**src/slt_pkg.sv**
```systemverilog
// Shared types and constants for the script language tokenizer.
package slt_pkg;

    typedef struct packed {
        logic [7:0] char_code;
        logic       end_of_source;
    } t_in;

    typedef struct packed {
        logic [5:0]  token_code;
        logic [23:0] start_line;
        logic [15:0] start_column;
        logic [31:0] start_offset;
        logic [15:0] span_length;
        logic [7:0]  bad_char;
        logic        last_of_run;
    } t_out;

    // Token kinds
    localparam logic [5:0] K_DOT        = 6'd13;
    localparam logic [5:0] K_EQUAL      = 6'd14;
    localparam logic [5:0] K_BANG       = 6'd15;
    localparam logic [5:0] K_GREATER    = 6'd16;
    localparam logic [5:0] K_LESS       = 6'd17;
    localparam logic [5:0] K_DOTDOT     = 6'd18;
    localparam logic [5:0] K_IDENT      = 6'd39;
    localparam logic [5:0] K_NUMBER     = 6'd40;
    localparam logic [5:0] K_STRING     = 6'd41;
    localparam logic [5:0] K_ERR_STRING = 6'd42;
    localparam logic [5:0] K_ERR_CHAR   = 6'd43;
    localparam logic [5:0] K_EOF        = 6'd44;

    // Character class codes from the front end
    typedef enum logic [3:0] {
        C_BLANK, C_NEWLINE, C_HASH, C_QUOTE, C_DIGIT, C_ALPHA,
        C_SINGLE, C_DOT, C_OPER, C_OTHER
    } t_cls;

    // Classified transaction passed from front to back
    typedef struct packed {
        logic [7:0] ch;
        logic       eos;
        t_cls       cls;
        logic [5:0] single_kind;
    } t_tok_in;

    function automatic logic [5:0] single_code(input logic [7:0] c);
        logic [5:0] k;
        k = 6'd0;
        unique case (c)
            8'h2B: k = 6'd0;  8'h2D: k = 6'd1;  8'h2A: k = 6'd2;
            8'h2F: k = 6'd3;  8'h25: k = 6'd4;  8'h28: k = 6'd5;
            8'h29: k = 6'd6;  8'h7B: k = 6'd7;  8'h7D: k = 6'd8;
            8'h2C: k = 6'd9;  8'h3F: k = 6'd10; 8'h3A: k = 6'd11;
            8'h3B: k = 6'd12;
            default: k = 6'd0;
        endcase
        return k;
    endfunction

    function automatic logic [5:0] op_kind(input logic [7:0] p);
        logic [5:0] k;
        k = K_LESS;
        unique case (p)
            8'h2E: k = K_DOT;
            8'h3D: k = K_EQUAL;
            8'h21: k = K_BANG;
            8'h3E: k = K_GREATER;
            default: k = K_LESS;
        endcase
        return k;
    endfunction

    function automatic logic [5:0] kw_kind(input logic [2:0] len, input logic [47:0] p);
        logic [5:0] k;
        k = K_IDENT;
        unique case ({len, p})
            {3'd3, 48'h00000064_6E61}: k = 6'd23;
            {3'd5, 48'h0073_7361_6C63}: k = 6'd24;
            {3'd4, 48'h0000_6573_6C65}: k = 6'd25;
            {3'd5, 48'h0065_736C_6166}: k = 6'd26;
            {3'd3, 48'h0000_0072_6F66}: k = 6'd27;
            {3'd3, 48'h0000_006E_7566}: k = 6'd28;
            {3'd2, 48'h0000_0000_6669}: k = 6'd29;
            {3'd3, 48'h0000_006C_696E}: k = 6'd30;
            {3'd2, 48'h0000_0000_726F}: k = 6'd31;
            {3'd5, 48'h0074_6E69_7270}: k = 6'd32;
            {3'd6, 48'h6E72_7574_6572}: k = 6'd33;
            {3'd5, 48'h0072_6570_7573}: k = 6'd34;
            {3'd4, 48'h0000_7369_6874}: k = 6'd35;
            {3'd4, 48'h0000_6575_7274}: k = 6'd36;
            {3'd3, 48'h0000_0072_6176}: k = 6'd37;
            {3'd5, 48'h0065_6C69_6877}: k = 6'd38;
            default: k = K_IDENT;
        endcase
        return k;
    endfunction

endpackage

```
**src/slt_front.sv**
```systemverilog
// Front end: accepts source bytes, classifies them, feeds a two-entry queue.
module slt_front (
    input  logic           i_clk,
    input  logic           i_rst_n,
    input  logic           i_valid,
    output logic           o_stall,
    input  slt_pkg::t_in   i_data,
    output logic           o_q_valid,
    input  logic           i_q_take,
    output slt_pkg::t_tok_in o_q_data
);
    import slt_pkg::*;

    t_tok_in   r_q [2];
    logic      r_rd, r_wr;
    logic [1:0] r_cnt;
    t_tok_in   w_cls;
    logic      w_push, w_pop;

    // Classify the incoming byte
    always_comb begin
        logic [7:0] c;
        c = i_data.char_code;
        w_cls.ch  = c;
        w_cls.eos = i_data.end_of_source;
        w_cls.single_kind = single_code(c);
        if (c == 8'h20 || c == 8'h09 || c == 8'h0B || c == 8'h0C || c == 8'h0D)
            w_cls.cls = C_BLANK;
        else if (c == 8'h0A) w_cls.cls = C_NEWLINE;
        else if (c == 8'h23) w_cls.cls = C_HASH;
        else if (c == 8'h22) w_cls.cls = C_QUOTE;
        else if (c >= 8'h30 && c <= 8'h39) w_cls.cls = C_DIGIT;
        else if ((c >= 8'h61 && c <= 8'h7A) || (c >= 8'h41 && c <= 8'h5A) || c == 8'h5F)
            w_cls.cls = C_ALPHA;
        else if (c == 8'h2B || c == 8'h2D || c == 8'h2A || c == 8'h2F || c == 8'h25 ||
                 c == 8'h28 || c == 8'h29 || c == 8'h7B || c == 8'h7D || c == 8'h2C ||
                 c == 8'h3F || c == 8'h3A || c == 8'h3B)
            w_cls.cls = C_SINGLE;
        else if (c == 8'h2E) w_cls.cls = C_DOT;
        else if (c == 8'h3D || c == 8'h21 || c == 8'h3E || c == 8'h3C) w_cls.cls = C_OPER;
        else w_cls.cls = C_OTHER;
    end

    assign o_stall   = (r_cnt == 2'd2);
    assign w_push    = i_valid && !o_stall;
    assign o_q_valid = (r_cnt != 2'd0);
    assign w_pop     = o_q_valid && i_q_take;
    assign o_q_data  = r_q[r_rd];

    // Advance queue pointers
    always_ff @(posedge i_clk) begin
        if (!i_rst_n) begin
            r_rd <= 1'b0;
            r_wr <= 1'b0;
            r_cnt <= 2'd0;
        end else begin
            if (w_push) r_wr <= !r_wr;
            if (w_pop) r_rd <= !r_rd;
            r_cnt <= r_cnt + {1'b0, w_push} - {1'b0, w_pop};
        end
    end

    always_ff @(posedge i_clk) begin
        if (w_push) r_q[r_wr] <= w_cls;
    end
endmodule

```
**src/slt_back.sv**
```systemverilog
// Back end: scanner state machine, emits up to three tokens per byte.
module slt_back #(
    parameter int LINE_BITS   = 24,
    parameter int COLUMN_BITS = 16,
    parameter int LENGTH_BITS = 16,
    parameter int OFFSET_BITS = 32
) (
    input  logic             i_clk,
    input  logic             i_rst_n,
    input  logic             i_q_valid,
    output logic             o_q_take,
    input  slt_pkg::t_tok_in i_q_data,
    output logic             o_valid,
    input  logic             i_stall,
    output slt_pkg::t_out    o_data
);
    import slt_pkg::*;

    typedef enum logic [7:0] {
        M_IDLE    = 8'b00000001, M_COMMENT = 8'b00000010,
        M_IDENT   = 8'b00000100, M_INT     = 8'b00001000,
        M_DOT     = 8'b00010000, M_FRAC    = 8'b00100000,
        M_STRING  = 8'b01000000, M_OPER    = 8'b10000000
    } t_mode;

    localparam logic [LINE_BITS-1:0]   LMAX = '1;
    localparam logic [COLUMN_BITS-1:0] CMAX = '1;
    localparam logic [LENGTH_BITS-1:0] NMAX = '1;

    typedef struct packed {
        logic [5:0]             kind;
        logic [LINE_BITS-1:0]   line;
        logic [COLUMN_BITS-1:0] col;
        logic [OFFSET_BITS-1:0] off;
        logic [LENGTH_BITS-1:0] len;
        logic [7:0]             bad;
    } t_tok;

    t_mode r_mode, n_mode;
    logic [7:0] r_pend, n_pend;
    logic [LINE_BITS-1:0] r_line, n_line, r_sl, n_sl;
    logic [COLUMN_BITS-1:0] r_col, n_col, r_sc, n_sc;
    logic [OFFSET_BITS-1:0] r_pos, n_pos, r_so, n_so;
    logic [LENGTH_BITS-1:0] r_len, n_len;
    logic [47:0] r_pfx, n_pfx;

    t_tok r_tk [3];
    t_tok n_tk [3];
    logic [1:0] r_cnt, n_cnt, r_idx;
    logic w_go;

    // Emit pulls the snapshot of the current token registers
    always_comb begin
        t_mode m;
        logic [7:0] c;
        t_cls cl;
        logic done;
        logic [LENGTH_BITS-1:0] ln;
        n_mode = r_mode; n_pend = r_pend; n_line = r_line; n_col = r_col;
        n_pos = r_pos; n_sl = r_sl; n_sc = r_sc; n_so = r_so; n_len = r_len;
        n_pfx = r_pfx; n_cnt = 2'd0;
        for (int k = 0; k < 3; k++) n_tk[k] = '0;
        c = i_q_data.ch;
        cl = i_q_data.cls;
        m = r_mode;
        done = 1'b0;
        ln = r_len;
        if (i_q_data.eos) begin
            unique case (r_mode)
                M_IDENT: begin
                    n_tk[0] = '{(r_len <= LENGTH_BITS'(6)) ? kw_kind(r_len[2:0], r_pfx)
                               : K_IDENT, r_sl, r_sc, r_so, r_len, 8'd0};
                    n_cnt = 2'd1;
                end
                M_INT, M_FRAC: begin
                    n_tk[0] = '{K_NUMBER, r_sl, r_sc, r_so, r_len, 8'd0};
                    n_cnt = 2'd1;
                end
                M_DOT: begin
                    n_tk[0] = '{K_NUMBER, r_sl, r_sc, r_so, r_len, 8'd0};
                    n_tk[1] = '{K_DOT, r_line, r_col, r_pos, LENGTH_BITS'(1), 8'd0};
                    n_pos = r_pos + 1'b1;
                    n_col = (r_col == CMAX) ? CMAX : r_col + 1'b1;
                    n_cnt = 2'd2;
                end
                M_STRING: begin
                    n_tk[0] = '{K_ERR_STRING, r_sl, r_sc, r_so, r_len, 8'd0};
                    n_cnt = 2'd1;
                end
                M_OPER: begin
                    n_tk[0] = '{op_kind(r_pend), r_sl, r_sc, r_so, r_len, 8'd0};
                    n_cnt = 2'd1;
                end
                default: n_cnt = 2'd0;
            endcase
            n_tk[n_cnt] = '{K_EOF, r_line, n_col, n_pos, LENGTH_BITS'(3), 8'd0};
            n_cnt = n_cnt + 2'd1;
            n_mode = M_IDLE; n_pend = '0; n_line = LINE_BITS'(1); n_col = COLUMN_BITS'(1);
            n_pos = '0; n_sl = LINE_BITS'(1); n_sc = COLUMN_BITS'(1); n_so = '0;
            n_len = '0; n_pfx = '0;
        end else begin
            // Pending-token close, then re-feed (split dot, operator, idle: three passes)
            for (int pass = 0; pass < 3; pass++) begin
                if (!done) begin
                    unique case (m)
                        M_COMMENT: begin
                            if (cl == C_NEWLINE) m = M_IDLE;
                            else begin
                                n_pos = n_pos + 1'b1;
                                n_col = (n_col == CMAX) ? CMAX : n_col + 1'b1;
                                done = 1'b1;
                            end
                        end
                        M_IDENT: begin
                            if (cl == C_DIGIT || cl == C_ALPHA) begin
                                if (ln < LENGTH_BITS'(6))
                                    n_pfx = n_pfx | (48'(c) << {ln[2:0], 3'b000});
                                ln = (ln == NMAX) ? NMAX : ln + 1'b1;
                                n_pos = n_pos + 1'b1;
                                n_col = (n_col == CMAX) ? CMAX : n_col + 1'b1;
                                done = 1'b1;
                            end else begin
                                n_tk[n_cnt] = '{(ln <= LENGTH_BITS'(6))
                                    ? kw_kind(ln[2:0], n_pfx) : K_IDENT,
                                    n_sl, n_sc, n_so, ln, 8'd0};
                                n_cnt = n_cnt + 2'd1;
                                m = M_IDLE;
                            end
                        end
                        M_INT, M_FRAC: begin
                            if (cl == C_DIGIT) begin
                                ln = (ln == NMAX) ? NMAX : ln + 1'b1;
                                n_pos = n_pos + 1'b1;
                                n_col = (n_col == CMAX) ? CMAX : n_col + 1'b1;
                                done = 1'b1;
                            end else if (m == M_INT && cl == C_DOT) begin
                                m = M_DOT;
                                done = 1'b1;
                            end else begin
                                n_tk[n_cnt] = '{K_NUMBER, n_sl, n_sc, n_so, ln, 8'd0};
                                n_cnt = n_cnt + 2'd1;
                                m = M_IDLE;
                            end
                        end
                        M_DOT: begin
                            if (cl == C_DIGIT) begin
                                ln = (ln == NMAX) ? NMAX : ln + 1'b1;
                                ln = (ln == NMAX) ? NMAX : ln + 1'b1;
                                n_pos = n_pos + 2'd2;
                                n_col = (n_col == CMAX) ? CMAX : n_col + 1'b1;
                                n_col = (n_col == CMAX) ? CMAX : n_col + 1'b1;
                                m = M_FRAC;
                                done = 1'b1;
                            end else begin
                                n_tk[n_cnt] = '{K_NUMBER, n_sl, n_sc, n_so, ln, 8'd0};
                                n_cnt = n_cnt + 2'd1;
                                n_sl = n_line; n_sc = n_col; n_so = n_pos;
                                ln = LENGTH_BITS'(1);
                                n_pos = n_pos + 1'b1;
                                n_col = (n_col == CMAX) ? CMAX : n_col + 1'b1;
                                n_pend = 8'h2E;
                                m = M_OPER;
                            end
                        end
                        M_STRING: begin
                            ln = (ln == NMAX) ? NMAX : ln + 1'b1;
                            n_pos = n_pos + 1'b1;
                            if (cl == C_QUOTE) begin
                                n_col = (n_col == CMAX) ? CMAX : n_col + 1'b1;
                                n_tk[n_cnt] = '{K_STRING, n_sl, n_sc, n_so, ln, 8'd0};
                                n_cnt = n_cnt + 2'd1;
                                m = M_IDLE;
                            end else if (cl == C_NEWLINE) begin
                                n_col = COLUMN_BITS'(1);
                                n_line = (n_line == LMAX) ? LMAX : n_line + 1'b1;
                                n_tk[n_cnt] = '{K_ERR_STRING, n_sl, n_sc, n_so, ln, 8'd0};
                                n_cnt = n_cnt + 2'd1;
                                m = M_IDLE;
                            end else begin
                                n_col = (n_col == CMAX) ? CMAX : n_col + 1'b1;
                            end
                            done = 1'b1;
                        end
                        M_OPER: begin
                            if ((n_pend == 8'h2E && cl == C_DOT) ||
                                (n_pend != 8'h2E && c == 8'h3D)) begin
                                ln = (ln == NMAX) ? NMAX : ln + 1'b1;
                                n_pos = n_pos + 1'b1;
                                n_col = (n_col == CMAX) ? CMAX : n_col + 1'b1;
                                n_tk[n_cnt] = '{(n_pend == 8'h2E) ? K_DOTDOT
                                    : op_kind(n_pend) + 6'd5, n_sl, n_sc, n_so, ln, 8'd0};
                                n_cnt = n_cnt + 2'd1;
                                m = M_IDLE;
                                done = 1'b1;
                            end else begin
                                n_tk[n_cnt] = '{op_kind(n_pend), n_sl, n_sc, n_so, ln, 8'd0};
                                n_cnt = n_cnt + 2'd1;
                                m = M_IDLE;
                            end
                        end
                        default: begin
                            m = M_IDLE;
                            done = 1'b1;
                            if (cl == C_NEWLINE) begin
                                n_pos = n_pos + 1'b1;
                                n_col = COLUMN_BITS'(1);
                                n_line = (n_line == LMAX) ? LMAX : n_line + 1'b1;
                            end else begin
                                if (cl != C_BLANK && cl != C_HASH) begin
                                    n_sl = n_line; n_sc = n_col; n_so = n_pos;
                                    ln = LENGTH_BITS'(1);
                                end
                                n_pos = n_pos + 1'b1;
                                n_col = (n_col == CMAX) ? CMAX : n_col + 1'b1;
                                unique case (cl)
                                    C_HASH:   m = M_COMMENT;
                                    C_QUOTE:  m = M_STRING;
                                    C_DIGIT:  m = M_INT;
                                    C_ALPHA: begin
                                        n_pfx = {40'd0, c};
                                        m = M_IDENT;
                                    end
                                    C_SINGLE: begin
                                        n_tk[n_cnt] = '{i_q_data.single_kind, n_sl, n_sc,
                                                        n_so, ln, 8'd0};
                                        n_cnt = n_cnt + 2'd1;
                                    end
                                    C_DOT, C_OPER: begin
                                        n_pend = c;
                                        m = M_OPER;
                                    end
                                    C_OTHER: begin
                                        n_tk[n_cnt] = '{K_ERR_CHAR, n_sl, n_sc, n_so, ln, c};
                                        n_cnt = n_cnt + 2'd1;
                                    end
                                    default: m = M_IDLE;
                                endcase
                            end
                        end
                    endcase
                end
            end
            n_mode = m;
            n_len = ln;
        end
    end

    // Take a new byte once the previous run has drained or drains now
    assign o_valid  = (r_cnt != 2'd0);
    assign w_go     = !o_valid || (!i_stall && (r_idx == r_cnt - 2'd1));
    assign o_q_take = w_go;

    always_comb begin
        t_tok t;
        t = r_tk[r_idx];
        o_data.token_code    = t.kind;
        o_data.start_line    = 24'(t.line);
        o_data.start_column  = 16'(t.col);
        o_data.start_offset  = 32'(t.off);
        o_data.span_length   = 16'(t.len);
        o_data.bad_char      = t.bad;
        o_data.last_of_run   = (r_idx == r_cnt - 2'd1);
    end

    always_ff @(posedge i_clk) begin
        if (!i_rst_n) begin
            r_mode <= M_IDLE; r_pend <= '0; r_line <= LINE_BITS'(1);
            r_col <= COLUMN_BITS'(1); r_pos <= '0; r_sl <= LINE_BITS'(1);
            r_sc <= COLUMN_BITS'(1); r_so <= '0; r_len <= '0; r_pfx <= '0;
            r_cnt <= 2'd0; r_idx <= 2'd0;
        end else if (w_go) begin
            r_idx <= 2'd0;
            if (i_q_valid) begin
                r_mode <= n_mode; r_pend <= n_pend; r_line <= n_line; r_col <= n_col;
                r_pos <= n_pos; r_sl <= n_sl; r_sc <= n_sc; r_so <= n_so;
                r_len <= n_len; r_pfx <= n_pfx;
                r_cnt <= n_cnt;
            end else begin
                r_cnt <= 2'd0;
            end
        end else if (o_valid && !i_stall) begin
            r_idx <= r_idx + 2'd1;
        end
    end

    always_ff @(posedge i_clk) begin
        if (w_go && i_q_valid) begin
            for (int k = 0; k < 3; k++) r_tk[k] <= n_tk[k];
        end
    end
endmodule

```
**src/script_language_tokenizer.sv**
```systemverilog
// Tokenizer: byte queue front end feeding a scanner back end with token buffer.
// Throughput: one byte per cycle while each byte yields at most one token and the output
// is not stalled; a byte yielding several tokens emits them in turn, the queue holds later bytes.
// Reset: synchronous active low; line and column 1, offset 0, queue empty.
module script_language_tokenizer #(
    parameter int LINE_BITS   = 24,
    parameter int COLUMN_BITS = 16,
    parameter int LENGTH_BITS = 16,
    parameter int OFFSET_BITS = 32
) (
    input  logic          i_clk,
    input  logic          i_rst_n,
    input  logic          i_valid,
    output logic          o_stall,
    input  slt_pkg::t_in  i_data,
    output logic          o_valid,
    input  logic          i_stall,
    output slt_pkg::t_out o_data
);
    import slt_pkg::*;

    logic    w_q_valid, w_q_take;
    t_tok_in w_q_data;

    slt_front u_front (
        .i_clk, .i_rst_n, .i_valid, .o_stall, .i_data,
        .o_q_valid(w_q_valid), .i_q_take(w_q_take), .o_q_data(w_q_data)
    );

    slt_back #(
        .LINE_BITS(LINE_BITS), .COLUMN_BITS(COLUMN_BITS),
        .LENGTH_BITS(LENGTH_BITS), .OFFSET_BITS(OFFSET_BITS)
    ) u_back (
        .i_clk, .i_rst_n,
        .i_q_valid(w_q_valid), .o_q_take(w_q_take), .i_q_data(w_q_data),
        .o_valid, .i_stall, .o_data
    );
endmodule
```
**config.mk**
```make
export PLATFORM = sky130hd
export DESIGN_NAME = script_language_tokenizer
export DESIGN_NICKNAME = d
export VERILOG_FILES = /design/src/slt_pkg.sv /design/src/slt_front.sv /design/src/slt_back.sv /design/src/script_language_tokenizer.sv
export SDC_FILE = /design/constraint.sdc
export NUM_CORES = 2
export LEC_CHECK = 0
export BUFFER_PORTS_ARGS = -buffer_cell sky130_fd_sc_hd__buf_2
export CORE_MARGIN = 4
export CORE_UTILIZATION = 30
export CTS_BUF_LIST = sky130_fd_sc_hd__clkbuf_16
export DETAILED_ROUTE_END_ITERATION = 10
export PLACE_DENSITY_LB_ADDON = 0.05
export SETUP_SLACK_MARGIN = 0.2
export SYNTH_ARGS = -nofsm -noshare
export SYNTH_HDL_FRONTEND = slang
export SYNTH_SLANG_ARGS = --single-unit
```
**constraint.sdc**
```tcl
create_clock -name i_clk -period 27 [get_ports i_clk]
set_input_delay 5.4 -clock i_clk [delete_from_list [all_inputs] [get_ports i_clk]]
set_output_delay 5.4 -clock i_clk [all_outputs]
set_load 0.05 [all_outputs]
```
* Yosys cells after proc, flatten, opt, wreduce, memory -nomap -nowiden
Memory sizes are Yosys's and may differ from the RTL's. A register that Yosys moved wholly into a read port is not among the register bits.
Cells that the tools add are included.
W data, S select, Z words.
** Word-level totals
- Register bits :: 232
- Memory bits (writable) :: 340
- Input bits :: 13
- Output and inout port bits :: 105
- Word-level logic and storage cells :: 714
- Memories :: 2
** Cells by class
- $add $sub $neg :: 31
- $lt $le $gt $ge :: 18
- Equality and inequality tests :: 139
- Shift-type cells :: 3
- Mux-type cells :: 425
- Bitwise gates (word level) :: 7
- Reduce and logical (&&, ||, !) cells :: 74
** Memory list
- u_back.r_tk :: words 3, bits a word 102, read ports 1, clocked after memory_dff 1, wr ports 3, RTL line slt_back.sv:47 : t_tok r_tk [3];
- u_front.r_q :: words 2, bits a word 17, read ports 1, clocked after memory_dff 1, wr ports 1, RTL line slt_front.sv:14 : t_tok_in r_q [2];
** Operator list (count)
- $mux W306 :: 20
- $bwmux W306 :: 17
- $pmux W306 S6 :: 2
- $mux W16 :: 93
- $mux W102 :: 14
- $mux W32 :: 44
- $eq A51 B51 Y1 const B :: 27
- $pmux W306 S2 :: 2
- $eq A51 B50 Y1 const B :: 21
- $mux W24 :: 36
- $mux W48 :: 17
- $demux W102 S2 :: 3
- $pmux W102 S6 :: 1
- $pmux W16 S6 :: 6
- $pmux W32 S5 :: 3
- $pmux W102 S4 :: 1
- $pmux W24 S2 :: 6
- $pmux W48 S2 :: 3
- $pmux W6 S16 :: 3
- $eq A8 B6 Y1 const B :: 35
- $mux W8 :: 33
- $pmux W102 S2 :: 1
- $mux W6 :: 33
- $add A16 B1 Y16 const B :: 12
- other kinds (62) :: 264

* Longest topological paths before layout
- Word-level depth :: 28
- Depth in mapped cells :: 29
- Depth with buffers taken out :: 24

* Modules after synthesis
Synthesis repeated with hierarchy kept, for this count alone.
** Unflattened totals
- Cell total of the unflattened synthesis :: 6025
- Area, all modules :: 46225.6 um^2
** By module, submodules not included
- slt_back :: instances 1, cells each 5857, area each 44202.4 um^2, sequential area each 13793.2 um^2
- slt_front :: instances 1, cells each 168, area each 2023.2 um^2, sequential area each 1121.1 um^2

* Worst setup path after synthesis
OpenSTA, ideal clock, no wires.
- Path type :: input to register
- Start point :: input port i_stall
- End point :: register u_back.r_pfx[24]
- Setup time :: 0.128 ns
- Arrival :: 17.194 ns
- Required time :: 26.872 ns
- Slack :: 9.678 ns
- Cell stages on the path :: 10
- Buffers on the path :: 3
- Cell sequence :: inv_1 a21oi_1 or2_2 clkbuf_1 inv_1 clkbuf_1 nand2_1 clkbuf_1 a22oi_1 nor2_1
** Between the ends
- Longest elaborated chain between the ends :: 4
** RTL lines
- from (decl) :: RTL line script_language_tokenizer.sv:17 : input logic i_stall,
- $logic_not A1 Y1 :: RTL line slt_back.sv:250 : assign w_go = !o_valid || (!i_stall && (r_idx == r_cnt - 2'd1));
- $logic_and A1 B1 Y1 :: RTL line slt_back.sv:250
- $logic_or A1 B1 Y1 :: RTL line slt_back.sv:250
- $reduce_and A2 Y1 (no line)
- to (signal assigned) :: RTL line slt_back.sv:276 : r_len <= n_len; r_pfx <= n_pfx;
- to (decl) :: RTL line slt_back.sv:45 : logic [47:0] r_pfx, n_pfx;
Every way passes these cells.
A chain may end at the register's enable or synchronous reset.

==> flow_summary.yaml <==
layout:
  final_common_cell: "nand2_1"
  stdcell_count: 8113
  fin_nets: 6056
  regArea_um2: 14920
  final_cell_mix: "806 x nand2_1, 643 x nor2_1, 516 x o21ai_0"
  stdcell_area_um2: 52130
  syn_to_final_growth_pct: 11.58
  drive_gt1_share_pct: 9.893
  final_util_pct: 33.76
  multi_input_area_um2: 29740
  n_fill_cell: 16420
synth:
  postSynth.asyncResetShare_pct: 0
  synth-edff-count: 340
  avgSynthCellArea_um2: 7.615
  synth_cell_types: 115
  ys.flop_type: "edfxtp_1"
  ys_ff_latch: 575
  ys_seq_area_share_pct: 31.92
  ys_warn_count: 0
  syn_inst: 6135
  synth.cell_area_um2: 46720
sta:
  max_slew_margin_pct: 5.145
  clock_skew_ns: 0.04124
  worst_pin_slew_ns: 1.383
  finalCritPeriodShare_pct: 35.60
  period_needed_ns: 9.612
  setup_viol: 0
  fin_ws_ns: 17.39
  finalMaxSlewViolations: 0
  finalSetupTns_ns: 0
  hold_viol: 0
  rsz0062_at_grt: "no"
  holdWs_ns: 0.4653
  max_freq_mhz: 104.0
grt:
  antenna_found_initial: 15
  grt_pass1_vias: 48520
  grtUsageTotal_pct: 32.20
  grt_start_max_net_pins: 89
  grt-ovfl-total: 0
  grt_pass1_wl_um: 381200
pwr:
  p_per_area_nw_per_um2: 77.46
  p_total_mw: 4.037
  irDropWorstVdd_mv: 0.05166
  power_leakage_nw: 16.88
detailed_routing:
  wl_um: 273500
  wire_per_inst_um: 33.72
  ant_nets: 0
  drc: 0
  via_per_inst: 6.434
  first_pass_iters: 6
  vias: 52200
  drt_iter0_drc: 6294
clock_network:
  ctsHoldBuffers: 0
  htreeDepth: 3
  post_cts.repair.setup_buffers: 0
  clk_pin_slew_ns: 0.06
  clockBufferDepth: 3
  tritoncts: "yes"
  clkSinkCount: 575
  clock-root-buffer: "clkbuf_16"
  cts_buffers: 77
  post_cts_resize_count: 0
  clock_latency_ns: 0.70
floorplanning:
  die_h_um: 402.6
  core_area_um2: 154400
  num_rows: 144
  dieArea_um2: 162100
  initial_core_util_pct: 30.26
  die_x_um: 402.6
  io_pins: 118
place:
  gp_congestion: 1.021
  place_ws_ns: 17.30
  place_inst: 7969
  io_buffers: 117
  hpwl_um: 195400
  placed_cell_area_um2: 49520
worst_setup_path:
  worstRegToRegCells: 26
  start_kind: "register"
  critPathMaxFanout: 29
  reg2reg_slack_ns: 17.89
  timing.rr.end: "u_back.r_tk[0][54]"
  cp.buffers_inverters: 4
  endpoint_kind: "output port"
  crit_top_cell: "buf_4"
  crit_chain: "buf_4, buf_4, buf_4, mux2i_1, o21ai_0, buf_2"
  r2r_start: "u_back.r_mode[2]"
  worst-path-stages: 6
  crit_required_ns: 21.60
  path_delay_family: "buffers and inverters"
  critPathSlowestCell: "dfxtp_4"
  worstPathArrival_ns: 4.21
  critPathKind: "register to output port"
  cpPeakStageDelay_ns: 0.72
flow_run:
  maxCapViolations: 0
worst_hold_path:
  hold_end: "u_back.r_cnt[1]"
  hold_path_depth: 2
  hp-start: "u_back.r_cnt[1]"
  hold_path.class: "register to register"
run_status:
  status: "finished clean"
-- sequential cells by signal, summed over array words and instances (netlist names), named ones only --
register / cells
u_back.r_tk: 306
u_back.r_pfx: 48
u_front.r_q: 34
u_back.r_pos: 32
u_back.r_so: 32
u_back.r_line: 24
u_back.r_sl: 24
u_back.r_col: 16
u_back.r_len: 16
u_back.r_sc: 16
u_back.r_mode: 8
u_back.r_pend: 8
u_back.r_cnt: 2
u_back.r_idx: 2
u_front.r_cnt: 2
u_front.r_rd: 1
u_front.r_wr: 1
-- synthesized netlist by cell type, types with 33 or more instances --
cell type / count / area (um2)
nor3_1: 179 / 895.9
a22oi_1: 110 / 825.8
or3_1: 49 / 306.5
a31oi_1: 87 / 544.3
and2_1: 41 / 256.5
a21oi_1: 513 / 2567
nand2_1: 817 / 3067
nor4_1: 82 / 513.0
clkbuf_1: 431 / 1618
xnor2_1: 87 / 762.0
edfxtp_1: 340 / 10210
a221oi_1: 92 / 805.8
nand3_1: 190 / 950.9
mux2_2: 33 / 371.6
inv_1: 76 / 285.3
a22o_1: 54 / 473.0
xor2_1: 37 / 324.1
a211oi_1: 54 / 405.4
a32oi_1: 59 / 516.8
and3_1: 60 / 375.4
o22ai_1: 68 / 425.4
buf_1: 66 / 247.7
mux2i_1: 242 / 2422
nor2_1: 663 / 2489
o211ai_1: 94 / 705.7
ha_1: 39 / 488.0
nand4_1: 107 / 669.4
o31ai_1: 40 / 300.3
dfxtp_1: 235 / 4705
o21ai_0: 520 / 2603
or4_1: 34 / 255.2
-- how the worst max path moves through the flow --
stage                   from               end  slack (ns)
finish              register        o_data[76]       17.39
global route        register        o_data[76]       17.19
CTS                 register        o_data[76]       17.31
detailed placement   i_stall  u_back.r_pfx[25]       17.30
global placement     i_stall  u_back.r_pfx[19]       17.35
floorplan            i_stall  u_back.r_pfx[24]        9.68
-- cell type report --
type	count	share of cell area, %
timing repair buffer	304	3.817
antenna	4	0.01920
clock inverter	61	1.183
clock buffer	79	3.793
inverter	80	0.6025
sequential	575	28.63
multi-input combinational	4966	57.05
tap	2044	4.906
-- worst register-to-register path: stages, from the launching register on --
cell and delay, ns:
dfxtp_1 0.76, nor4b_1 0.27, nand2_2 0.36, buf_4 0.77
inv_2 0.04, buf_4 0.29, nand2_2 0.14, o21ai_0 0.08
buf_4 0.20, nor3_1 0.48, a31o_2 0.25, buf_4 0.53
inv_1 0.33, ha_1 0.37, a222oi_1 0.38, nand2_1 0.10
nand2_1 0.17, ha_1 0.53, and2_1 0.39, buf_4 0.35
nand2_1 0.10, buf_4 0.42, nand2_1 0.21, or3_1 0.34
o21ai_0 0.40, a221oi_1 0.37, o21ai_0 0.19
-- per-layer routing --
metal | track usage, % | wire [um] | up-vias
met5 | 0 | 52 | -
met4 | 18.23 | 18290 | 8
met3 | 5.485 | 20790 | 691
met2 | 50.71 | 121000 | 2821
met1 | 41.75 | 113400 | 25770
li1 | - | - | 22910
-- report_power, final --
part | switching [mW] | internal [mW] | leakage, nW
Sequential | 0.0863 | 1.23 | 5.23
Combinational | 1.32 | 0.315 | 10.3
Clock | 0.442 | 0.646 | 1.31
-- cells by family after synthesis --
family	count (synthesis)	synth area share, %
compound gates	2046	28.42
xor+xnor	124	2.325
fa+ha+maj	39	1.045
buf+inv	621	5.252
flops	575	31.92
mux	275	5.981
other cells	1	0.008027
simple gates	2454	25.04
Power figures use the tool's default switching activity.
